==> src/rtl/core/sfd_pkg.sv <==
// Shared types and constants of the stereo feedback delay core.
package sfd_pkg;

    localparam int SAMPLE_BITS   = 24;
    localparam int GAIN_BITS     = 15;
    localparam int DELAY_BITS    = 17;
    localparam int CFG_IDX_BITS  = 2;
    localparam int CFG_DATA_BITS = 17;
    localparam int Q_SHIFT       = 15;

    localparam logic [GAIN_BITS-1:0]  GAIN_LEFT_RST   = 15'd9830;
    localparam logic [GAIN_BITS-1:0]  GAIN_RIGHT_RST  = 15'd9830;
    localparam logic [DELAY_BITS-1:0] DELAY_LEFT_RST  = 17'd35280;
    localparam logic [DELAY_BITS-1:0] DELAY_RIGHT_RST = 17'd44100;

    typedef enum logic [CFG_IDX_BITS-1:0] {
        CFG_GAIN_LEFT   = 2'd0,
        CFG_GAIN_RIGHT  = 2'd1,
        CFG_DELAY_LEFT  = 2'd2,
        CFG_DELAY_RIGHT = 2'd3
    } t_cfg_idx;

    typedef struct packed {
        logic signed [SAMPLE_BITS-1:0] in_left;
        logic signed [SAMPLE_BITS-1:0] in_right;
    } t_in_frame;

    typedef struct packed {
        logic signed [SAMPLE_BITS-1:0] out_left;
        logic signed [SAMPLE_BITS-1:0] out_right;
    } t_out_frame;

endpackage

==> src/rtl/core/sfd_offset_mod.sv <==
// Two-stage reduction of a delay offset modulo the store depth.
module sfd_offset_mod
    import sfd_pkg::*;
#(
    parameter int DEPTH = 131072
) (
    input  logic                     i_clk,
    input  logic [DELAY_BITS-1:0]    i_value,
    output logic [$clog2(DEPTH)-1:0] o_value
);

    localparam int AW = $clog2(DEPTH);
    localparam int S  = DELAY_BITS + AW;
    localparam int PW = S + DELAY_BITS;
    localparam int QW = DELAY_BITS + AW + 1;
    localparam int RW = ((DELAY_BITS > AW) ? DELAY_BITS : AW) + 1;
    localparam logic [63:0] RECIP = (64'd1 << S) / 64'(DEPTH);

    logic [PW-1:0]         prod;
    logic [DELAY_BITS-1:0] r_x;
    logic [DELAY_BITS-1:0] r_q;
    logic [QW-1:0]         qd;
    logic [DELAY_BITS-1:0] rem0;
    logic [RW-1:0]         rem_ext;
    logic [RW-1:0]         rem_fix;
    logic [AW-1:0]         r_res;

    // quotient estimate, low by at most one
    assign prod = PW'(i_value) * PW'(RECIP);

    always_ff @(posedge i_clk) begin
        r_x <= i_value;
        r_q <= prod[PW-1:S];
    end

    assign qd      = QW'(r_q) * QW'(DEPTH);
    assign rem0    = r_x - qd[DELAY_BITS-1:0];
    assign rem_ext = RW'(rem0);
    assign rem_fix = (rem_ext >= RW'(DEPTH)) ? (rem_ext - RW'(DEPTH)) : rem_ext;

    always_ff @(posedge i_clk) begin
        r_res <= rem_fix[AW-1:0];
    end

    assign o_value = r_res;

endmodule

==> config.mk <==
export PLATFORM = sky130hd
export DESIGN_NAME = sfd_offset_mod
export DESIGN_NICKNAME = d
export VERILOG_FILES = /design/src/rtl/core/sfd_pkg.sv /design/src/rtl/core/sfd_offset_mod.sv
export SDC_FILE = /design/constraint.sdc
export NUM_CORES = 1
export LEC_CHECK = 0
export BUFFER_PORTS_ARGS = -buffer_cell sky130_fd_sc_hd__buf_4
export CAP_MARGIN = 5
export CORE_MARGIN = 1.5
export CORE_UTILIZATION = 30
export DETAILED_ROUTE_END_ITERATION = 10
export PLACE_DENSITY = 0.58
export RECOVER_POWER = 50
export SETUP_SLACK_MARGIN = 0.05
export SLEW_MARGIN = 25
export SYNTH_ARGS = -nofsm -noshare
export SYNTH_HDL_FRONTEND = slang
export SYNTH_SLANG_ARGS = --single-unit
==> constraint.sdc <==
create_clock -name i_clk -period 0.8 [get_ports i_clk]
set_input_delay 0.08 -clock i_clk [delete_from_list [all_inputs] [get_ports i_clk]]
set_output_delay 0.08 -clock i_clk [all_outputs]
set_load 0.005 [all_outputs]
## Word-level counts from Yosys, hierarchy flattened

Cells that the tools add are included.

- Output and inout bits: 17
- Bits of input ports: 18
- Logic and storage cells: 5
- Bits in registers: 34

- Muxes and demuxes: 1
- Magnitude comparators: 1
- $add $sub $neg: 1

Operator list:

| cell | number |
|---|---|
| greater-or-equal comparator 17 x 18 -> 1 bit, second input constant | 1 |
| two-way mux 17 bit | 1 |
| subtractor 17 x 1 -> 17 bit, second input constant | 1 |

## Depth between registers and ports, before layout

Gate-level depths: netlist (run 1).

- Word-level depth: 2
- Depth in mapped cells: 0
- Gate-level depth less buffers: 0

## Least setup slack after synthesis (run 1)

OpenSTA, ideal clock, no wires.

- Path kind: flip-flop to flip-flop
- Start: reg r_x[0]
- End: reg r_res[0] (netlist: o_value[0])
- Period minus slack after synthesis: 0.380 ns
- Arrival time: 0.269 ns
- Required time: 0.689 ns
- Cell stages (with the launch flop): 1
- Library setup time: 0.111 ns
- Slack: 0.420 ns
- Path through: dfxtp_1

- Cells in the longest elaborated chain, start to end: 2

RTL lines:

| element | line | text |
|---|---|---|
| start: declaration | sfd_offset_mod.sv:20 | `logic [DELAY_BITS-1:0] r_x;` |
| start signal: assignment | sfd_offset_mod.sv:32 | `r_x <= i_value;` |
| subtractor 17 x 1 -> 17 bit / greater-or-equal comparator 17 x 18 -> 1 bit (equally long branches) | sfd_offset_mod.sv:39 | `assign rem_fix = (rem_ext >= RW'(DEPTH)) ? (rem_ext - RW'(DEPTH)) : rem_ext;` |
| two-way mux 17 bit (*) | sfd_offset_mod.sv:39 |  |
| end signal: assignment | sfd_offset_mod.sv:42 | `r_res <= rem_fix[AW-1:0];` |
| end: declaration | sfd_offset_mod.sv:26 | `logic [AW-1:0] r_res;` |

Every way passes the cells marked *; elsewhere a longest branch is shown, timed or not.

## Worst setup path in the final report (run 1)

- Start: reg r_res[3] (netlist: o_value[3])
- End: out o_value[3]

RTL lines:

| element | line | text |
|---|---|---|
| end: declaration | sfd_offset_mod.sv:9 | `output logic [$clog2(DEPTH)-1:0] o_value` |

No word-level cell between the ends.

==> metrics.md, run 1 <==
| Metric | Value |
|---|---|
| Run status | finished with violations |
| Violations in the final reports | setup timing |
| Starting density of the core | a little under a third |
| Chip width | 50.63 µm |
| Via density | 3.587 |
| Maximum vdd ir drop | 1.575 mV |
| Crit Path Max Fanout | 1 |
| Final estimated routing congestion in global placement | 0.5292 |
| Setup repair after global routing missed its margin | true |
| Min-Delay Path Class | flip-flop to flip-flop |
| Kind of start point of the critical path | flip-flop |
| Post-detailed-route count of antenna-violating nets | 0 |
| Die Area | 0.002563 mm² |
| Total routing usage reported by global routing | 10.10% |
| Worst path max stage delay | 340 ps |
| Worst Path Required | 720 ps |
| Height of the chip | 50.63 µm |
| Post-synthesis sequential area ratio | 100.0% |
| Number of distinct library cells after synthesis | 1 |
| Endpoints failing hold | 0 |
| Minimum setup slack in the final design | -45.02 ps |
| Buffers added on ports | 34 |
| Placed cell areas | just under 0.001 mm² |
| I/O pin cnt | 35 |
| Core area | ~0.0022 mm² |
| First-pass GRT wire length | 1697 µm |
| Number of iterations in the first detailed-routing pass | 2 |
| Total nets after synthesis | 52 |
| Final critical delay including setup and external delays | 845.0 ps |
| Worst-case clock buffer depth | 2 |
| Actual slew at the worst max-slew pin | slightly above 100 ps |
| Netlist Area Pre-Place | 680.7 µm² |
| Antenna fix cells | 0 |
| Final hold slack | 331.7 ps |
| CTS tree | yes |
| Number of DRC markers in iteration 0 | 3 |
| Worst slew slack as a fraction of its limit | between 90% and 100% |
| Comb_multi_in | 0 |
| Number of synthesized register bits | 34 |
| Post-synthesis to final-layout area growth | 85.66% |
| Critical path cell sequence | buf_6 |
| Gate family responsible for the most delay along the worst path | flip-flops |
| PD cells | ~2600 mW/mm² |
| Wire length per cell | 9.140 µm |
| Syn. warnings | 0 |
| Fraction of layout instances using a drive strength above 1 | about 54% |
| Critical Path Slowest Stage Cell | dfxtp_2 |
| Final setup fails | 17 |
| Floorplan row count | 17 |
| Mean cell area of the mapped netlist | 20.02 µm² |
| Number of nets in the final layout | 110 |
| Overall via count from detail_route | ~430 |
| Highest routed metal layer | met3 |
| Area occupied by registers | between 600 and 700 µm² |
| Insertion delay of the later-clocked pin in the worst-skew pair | about 320 ps |
| DR WL met3 | 80 µm |
| Register clock-pin slew on the reported worst setup and hold paths | 100 ps |
| Worst setup path category | flip-flop to primary output |
| Gate count of the mapped netlist | 34 |
| Sum of overflow across all layers after global routing | 0 |
| Pins over their slew limit | 0 |
| Arrival time at the worst endpoint | 770 ps |
| Final routed wirelength across all metal layers | 1106 µm |
| Endpoint class of the critical path | primary output |
| Met2 routed WL | between 600 and 700 µm |
| Clk_skew | 5.782 ps |
| # fillers | 178 |
| Number of levels in the clock H-tree | 2 |
| Wire length on met1 | around 400 µm |
| Max Clk Rate | roughly 1.2 GHz |
| Number of global-route vias before repair | 416 |
| Sinks on the clock net | 34 |
| Number of remaining DRC errors | 0 |
| Maximum number of pins on one net before global-route repair | 13 |
| Clock root buffer | clkbuf_4 |
| Non-Filler Cell Area, Final | between 0.001 and 0.0015 mm² |
| Number of max-cap violations | 0 |
| Number of antenna violations at the first check in global routing | 0 |
| Leakage power figure | 0.5687 nW |
| Share of the clock period used by the worst path | 105.6% |
| Footprint of the multi-input gates | 0 µm² |
| Buffer and inverter count on the worst path | 1 |
| Inserted Clock Buffers | 5 |
[per-layer routing]
metal	track usage, %	up-vias
met5	0	-
met4	5.405	0
met3	8.333	0
met2	16.67	20
met1	8.333	193
li1	-	221
[placed cells by master, fill, tap and decap left out, drive strengths merged]
cell,Yosys,layout
clkinvlp,0,2
dfxtp,34,34
bufinv,0,1
dlygate4sd3,0,17
buf,0,34
clkbuf,0,5
[layout make-up]
| cell class | instances | share of cell area (%) |
|---|---|---|
| sequential | 34 | 54.65 |
| timing repair buffer | 51 | 36.04 |
| clock inverter | 3 | 3.564 |
| clock buffer | 5 | 2.970 |
| tap | 28 | 2.772 |
[timing repair]
| item | 4_1_cts | 5_1_grt |
|---|---|---|
| hold buffers | 17 | 0 |
| buffers inserted | 0 | 0 |
| endpoints found under the hold margin | 17 | 0 |
| gates resized for setup | 2 | 14 |
| setup endpoints to repair | 17 | 17 |
[path summary, 6_finish.rpt]
path	startpoint	end	slack (ps)	cells past startpoint
worst max-delay path	o_value[3]	o_value[3]	-50	1
worst min register to register	r_x[3]	o_value[3]	330	0
worst max register to register	r_x[6]	o_value[6]	390	0
worst min-delay path	r_x[3]	o_value[3]	330	0
[power by group]
| part | leakage [nW] | switching, mW | internal [mW] |
|---|---|---|---|
| combinational | 0.244 | 0.0439 | 0.169 |
| clock | 0.0374 | 0.546 | 0.656 |
| sequential | 0.287 | 0.0242 | 1.79 |
| total | 0.569 | 0.614 | 2.61 |
[logic make-up after synthesis]
kind of cell	count (synthesis)	synth area share, %
flip-flops	34	100.0
[flip-flops by register name, summed over array words and instances (netlist names)]
| signal | count |
|---|---|
| o_value | 17 |
| r_x | 17 |
[synthesized netlist by cell type]
library cell	count	share of area, %
dfxtp_1	34	100
[stage by stage]
stage	std cells	util [%]	setup WS (ps)	total power, mW	setup TNS (ps)
after floorplan	34	-	420.0	1.846	0
after detailed placement	96	44.75	311.4	1.978	0
after CTS	121	56.63	-68.73	3.263	-955.3
after global placement	96	44.75	317.6	1.973	0
after global routing	121	58.25	-97.42	3.385	-1354
final	121	58.25	-45.02	3.225	-512.7
(Power assumes the default switching activity.)
==> run 2: changes to the inputs <==
--- a/config.mk
+++ b/config.mk
@@ -7,11 +7,11 @@
 export LEC_CHECK = 0
 export BUFFER_PORTS_ARGS = -buffer_cell sky130_fd_sc_hd__buf_4
 export CAP_MARGIN = 5
-export CORE_MARGIN = 1.5
 export CORE_UTILIZATION = 30
 export DETAILED_ROUTE_END_ITERATION = 10
 export PLACE_DENSITY = 0.58
 export RECOVER_POWER = 50
+export REMOVE_ABC_BUFFERS = 1
 export SETUP_SLACK_MARGIN = 0.05
 export SLEW_MARGIN = 25
 export SYNTH_ARGS = -nofsm -noshare
==> metrics.md, run 2 (synthesis gave the netlist of run 1 again) <==
| Metric | Value |
|---|---|
| Final critical delay including setup and external delays | 836.1 ps |
| Via density | 3.723 |
| Height of the chip | 49.63 µm |
| Pins over their slew limit | 0 |
| Antenna fix cells | 0 |
| Crit path depth | 1 |
| Run status | finished with violations |
| Sinks on the clock net | 34 |
| Endpoint class of the critical path | primary output |
| I/O pin cnt | 35 |
| Floorplan row count | 16 |
| Endpoints failing hold | 0 |
| Setup repair after global routing missed its margin | true |
| Busiest layer in global routing | met2 |
| Worst r2r src | r_x[12] |
| Worst slew slack as a fraction of its limit | 93.59% |
| Final estimated routing congestion in global placement | ~0.5 |
| Setup repair bufs after CTS | 0 |
| Total chip power | approximately 2.8 mW |
| Worst path max stage delay | roughly 330 ps |
| Crit Path Max Fanout | 1 |
| Insertion delay of the later-clocked pin in the worst-skew pair | 320 ps |
| Area occupied by registers | about 690 µm² |
| Register clock-pin slew on the reported worst setup and hold paths | about 100 ps |
| Violations in the final reports | setup timing |
| Inserted Clock Buffers | 5 |
| Buffers added on ports | 34 |
| Actual slew at the worst max-slew pin | 96.17 ps |
| Fraction of layout instances using a drive strength above 1 | 54.35% |
| CTS tree | yes |
| Number of DRC markers in iteration 0 | 0 |
| Global Route met3 Usage | between 10% and 20% |
| Post-synthesis to final-layout area growth | 81.07% |
| # fillers | 180 |
| Number of max-cap violations | 0 |
| Footprint of the multi-input gates | 0 µm² |
| Max Clk Rate | ~1.2 GHz |
| Post-detailed-route count of antenna-violating nets | 0 |
| Comb_multi_in | 0 |
| Hold Crit Start | r_x[7] |
| Worst-case clock buffer depth | 2 |
| Buffer and inverter count on the worst path | 1 |
| Most frequent cells in the layout | 25 x buf_4, 25 x dfxtp_1, 17 x dlygate4sd3_1 |
| Non-Filler Cell Area, Final | 0.001232 mm² |
| Util after Layout | between 60% and 70% |
| M1 GR Usage | 9.302% |
| Min-Delay Path Class | flip-flop to flip-flop |
| Share of the clock period used by the worst path | 104.5% |
| DP Wirelength | roughly 600 µm |
| Number of remaining DRC errors | 0 |
| First-pass GRT wire length | 1725 µm |
| R2R depth | 0 |
| Number of global-route vias before repair | 427 |
| Chip width | 49.63 µm |
| Worst Path Required | 720 ps |
| Wire length per cell | around 9.5 µm |
| Leakage power figure | 0.5634 nW |
| Critical path cell sequence | buf_6 |
| Maximum number of pins on one net before global-route repair | 11 |
| Overall via count from detail_route | roughly 440 |
| Origin of the worst setup path | o_value[13] |
| Total routing usage reported by global routing | 11.13% |
| Critical Path Slowest Stage Cell | dfxtp_2 |
| Gate family responsible for the most delay along the worst path | flip-flops |
| Final setup fails | 17 |
| Clk_skew | 10.00 ps |
| Core area | 0.002042 mm² |
| Met2 usage in global routing | 15.54% |
| Clock root buffer | clkbuf_4 |
| Number of levels in the clock H-tree | 2 |
| Worst setup path category | flip-flop to primary output |
| Post-place setup slack | 314.1 ps |
| Sum of overflow across all layers after global routing | 0 |
| Number of nets in the final layout | 110 |
| Number of iterations in the first detailed-routing pass | 1 |
| Final routed wirelength across all metal layers | roughly 1100 µm |
| PD cells | about 2300 mW/mm² |
| Starting density of the core | between 30% and 40% |
| Arrival time at the worst endpoint | 760 ps |
| Placed cell areas | 969.7 µm² |
| Maximum vdd ir drop | 1.752 mV |
| Kind of start point of the critical path | flip-flop |
| Number of antenna violations at the first check in global routing | 0 |
| Hold path depth | 0 |
| Die Area | 0.002463 mm² |
| Minimum setup slack in the final design | -36.09 ps |
-- run 2: path summary, 6_finish.rpt --
path / endpoint / slack, ps
worst max-delay path: o_value[13] / -40
worst max register to register: o_value[12] / 380
worst min-delay path: o_value[7] / 330
worst min register to register: o_value[7] / 330
-- run 2: final cells by class --
| class | count | area share [%] |
|---|---|---|
| clock buffer | 5 | 3.046 |
| sequential | 34 | 56.14 |
| tap | 27 | 2.741 |
| clock inverter | 2 | 0.8122 |
| timing repair buffer | 51 | 37.26 |
-- run 2: per-layer routing --
layer  vias to the layer above  part of all wire [%]
met4                         0                  0.88
li1                        217                     -
met2                        23                    54
met5                         -                     0
met3                         2                    11
met1                       201                    34
-- run 2: report_power, final --
group | internal, mW | switching (mW)
combinational | 0.170 | 0.0440
clock | 0.315 | 0.506
sequential | 1.79 | 0.0247
total | 2.27 | 0.574
-- run 2: stage by stage --
stage	cells	setup TNS, ps	hold slack [ps]
5_1_grt	119	-1395	335.9
3_5_place_dp	95	0	185.6
6_report	119	-475.5	330.6
3_3_place_gp	95	0	185.0
4_1_cts	119	-874.6	334.4
2_1_floorplan	34	0	107.7
-- run 2: timing repair --
item | CTS | global route
gates resized for setup | 0 | 18
hold endpoints to repair | 17 | 0
cloned | 0 | 0
hold buffers | 17 | 0
setup endpoints to repair | 17 | 17
==> run 3: changes to the inputs <==
==> constraint.sdc (replaced) <==
create_clock -name i_clk -period 0.9 [get_ports i_clk]
set_input_delay 0.09 -clock i_clk [delete_from_list [all_inputs] [get_ports i_clk]]
set_output_delay 0.09 -clock i_clk [all_outputs]
set_load 0.005 [all_outputs]
==> metrics.md, run 3 (synthesis gave the netlist of run 1 again) <==
| Metric | Value |
|---|---|
| Run status | completed |
| Non-Filler Cell Area, Final | 0.001232 mm² |
| Overall via count from detail_route | about 440 |
| Post-synthesis to final-layout area growth | 81.07% |
| Insertion delay of the later-clocked pin in the worst-skew pair | 320 ps |
| I/O pin cnt | 35 |
| Setup repair after global routing missed its margin | true |
| Share of the clock period used by the worst path | 93.97% |
| Worst reg2reg endpoint | o_value[12] |
| Placed cell areas | 969.7 µm² |
| Setup repair bufs after CTS | 0 |
| Sinks on the clock net | 34 |
| Worst r2r src | r_x[12] |
| Critical Path Slowest Stage Cell | dfxtp_2 |
| Final estimated routing congestion in global placement | ~0.5 |
| Hold-critical path endpoint | o_value[7] |
| Endpoint class of the critical path | primary output |
| Hold Crit Start | r_x[7] |
| Number of levels in the clock H-tree | 2 |
| Number of max-cap violations | 0 |
| Maximum vdd ir drop | 1.563 mV |
| Post-place setup slack | 404.1 ps |
| Post-detailed-route count of antenna-violating nets | 0 |
| Cells after DPL | 95 |
| Critical path cell sequence | buf_6 |
| Min-Delay Path Class | flip-flop to flip-flop |
| Most frequent cells in the layout | 25 x dfxtp_1, 21 x buf_4, 17 x dlygate4sd3_1 |
| Worst Path Required | 810 ps |
| Final hold slack | 330.8 ps |
| Worst slew slack as a fraction of its limit | 93.58% |
| Total chip power | 2.531 mW |
| Wire length per cell | 9.555 µm |
| PD cells | a little over 2000 mW/mm² |
| Buffers added on ports | 34 |
| Leakage power figure | 0.5625 nW |
| Kind of start point of the critical path | flip-flop |
| Die Area | 0.002463 mm² |
| Antenna fix cells | 0 |
| Final setup fails | 0 |
| Starting density of the core | 33.33% |
| Floorplan row count | 16 |
| Sum of overflow across all layers after global routing | 0 |
| Fraction of layout instances using a drive strength above 1 | 54.35% |
| First-pass GRT wire length | 1725 µm |
| Maximum number of pins on one net before global-route repair | 11 |
| Final critical delay including setup and external delays | between 800 and 900 ps |
| Util after Layout | 60.36% |
| Worst-case clock buffer depth | 2 |
| Arrival time at the worst endpoint | approximately 760 ps |
| R2R depth | 0 |
| Number of iterations in the first detailed-routing pass | 1 |
| Clk_skew | roughly 9.6 ps |
| Hold path depth | 0 |
| Pins over their slew limit | 0 |
| Max Clk Rate | 1.182 GHz |
| Register clock-pin slew on the reported worst setup and hold paths | 100 ps |
| Number of remaining DRC errors | 0 |
| Minimum setup slack in the final design | 54.26 ps |
| Buffer and inverter count on the worst path | 1 |
| Endpoints failing hold | 0 |
| Height of the chip | 49.63 µm |
| DP Wirelength | 615.6 µm |
| Footprint of the multi-input gates | 0 µm² |
| Crit Path Max Fanout | 1 |
| Worst path max stage delay | between 300 and 400 ps |
| Number of DRC markers in iteration 0 | 0 |
| Number of nets in the final layout | 110 |
| Via density | 3.706 |
| Worst setup path category | flip-flop to primary output |
| Total routing usage reported by global routing | 11.13% |
| Clock root buffer | clkbuf_4 |
| Inserted Clock Buffers | 5 |
| Comb_multi_in | 0 |
| Core area | 0.002042 mm² |
| Gate family responsible for the most delay along the worst path | flip-flops |
| Chip width | 49.63 µm |
| Actual slew at the worst max-slew pin | 96.27 ps |
| # fillers | 180 |
| Register-to-register path setup slack | 480 ps |
| CTS tree | yes |
| Accumulated negative setup slack | 0 ps |
| Number of global-route vias before repair | 427 |
| Number of antenna violations at the first check in global routing | 0 |
| Most common library cell in the layout ignoring fill and taps | dfxtp_1 |
| Final routed wirelength across all metal layers | ~1100 µm |
| Non-filler cells, final | 119 |
[run 3: cell count changes in the layout (fill, tap and decap cells not counted)]
cell	change
buf_4	-4
clkbuf_4	+4
[run 3: power by group]
group / leakage [nW] / switching [mW] / total [mW] / internal (mW)
registers: 0.287 / 0.0221 / 1.61 / 1.59
logic: 0.245 / 0.0388 / 0.189 / 0.150
clock network: 0.0308 / 0.450 / 0.731 / 0.280
total: 0.563 / 0.511 / 2.53 / 2.02
[run 3: repair_timing]
| action | in CTS | in global routing |
|---|---|---|
| hold buffers | 17 | 0 |
| resized for setup | 0 | 18 |
| hold endpoints to repair | 17 | 0 |
| setup endpoints to repair | 14 | 17 |
[run 3: cell type report]
type                    instances  area, µm²  area share, %
clock buffers                   5      37.54          3.046
clock inverters                 2      10.01         0.8122
flip-flops and latches         34      691.9          56.14
well taps                      27      33.78          2.741
repair buffers                 51      459.2          37.26
[run 3: how the worst max path moves through the flow]
| stage | from | slack, ps | to | cells after the start |
|---|---|---|---|---|
| after floorplan | o_value[0] | 510 | o_value[0] | 0 |
| after global placement | o_value[7] | 410 | o_value[7] | 1 |
| after detailed placement | o_value[7] | 400 | o_value[7] | 1 |
| after CTS | o_value[13] | 30 | o_value[13] | 1 |
| after global routing | o_value[13] | -7 | o_value[13] | 1 |
| final | o_value[15] | 50 | o_value[15] | 1 |
[run 3: layer usage]
| layer | GRT usage, % | wire length, µm | up-vias | share of wire, % |
|---|---|---|---|---|
| met5 | 0 | 0 | - | 0 |
| met2 | 15.54 | 611 | 23 | 54 |
| li1 | - | - | 216 | - |
| met3 | 11.11 | 124 | 2 | 11 |
| met1 | 9.302 | 391 | 200 | 34 |
| met4 | 8.571 | 10 | 0 | 0.88 |
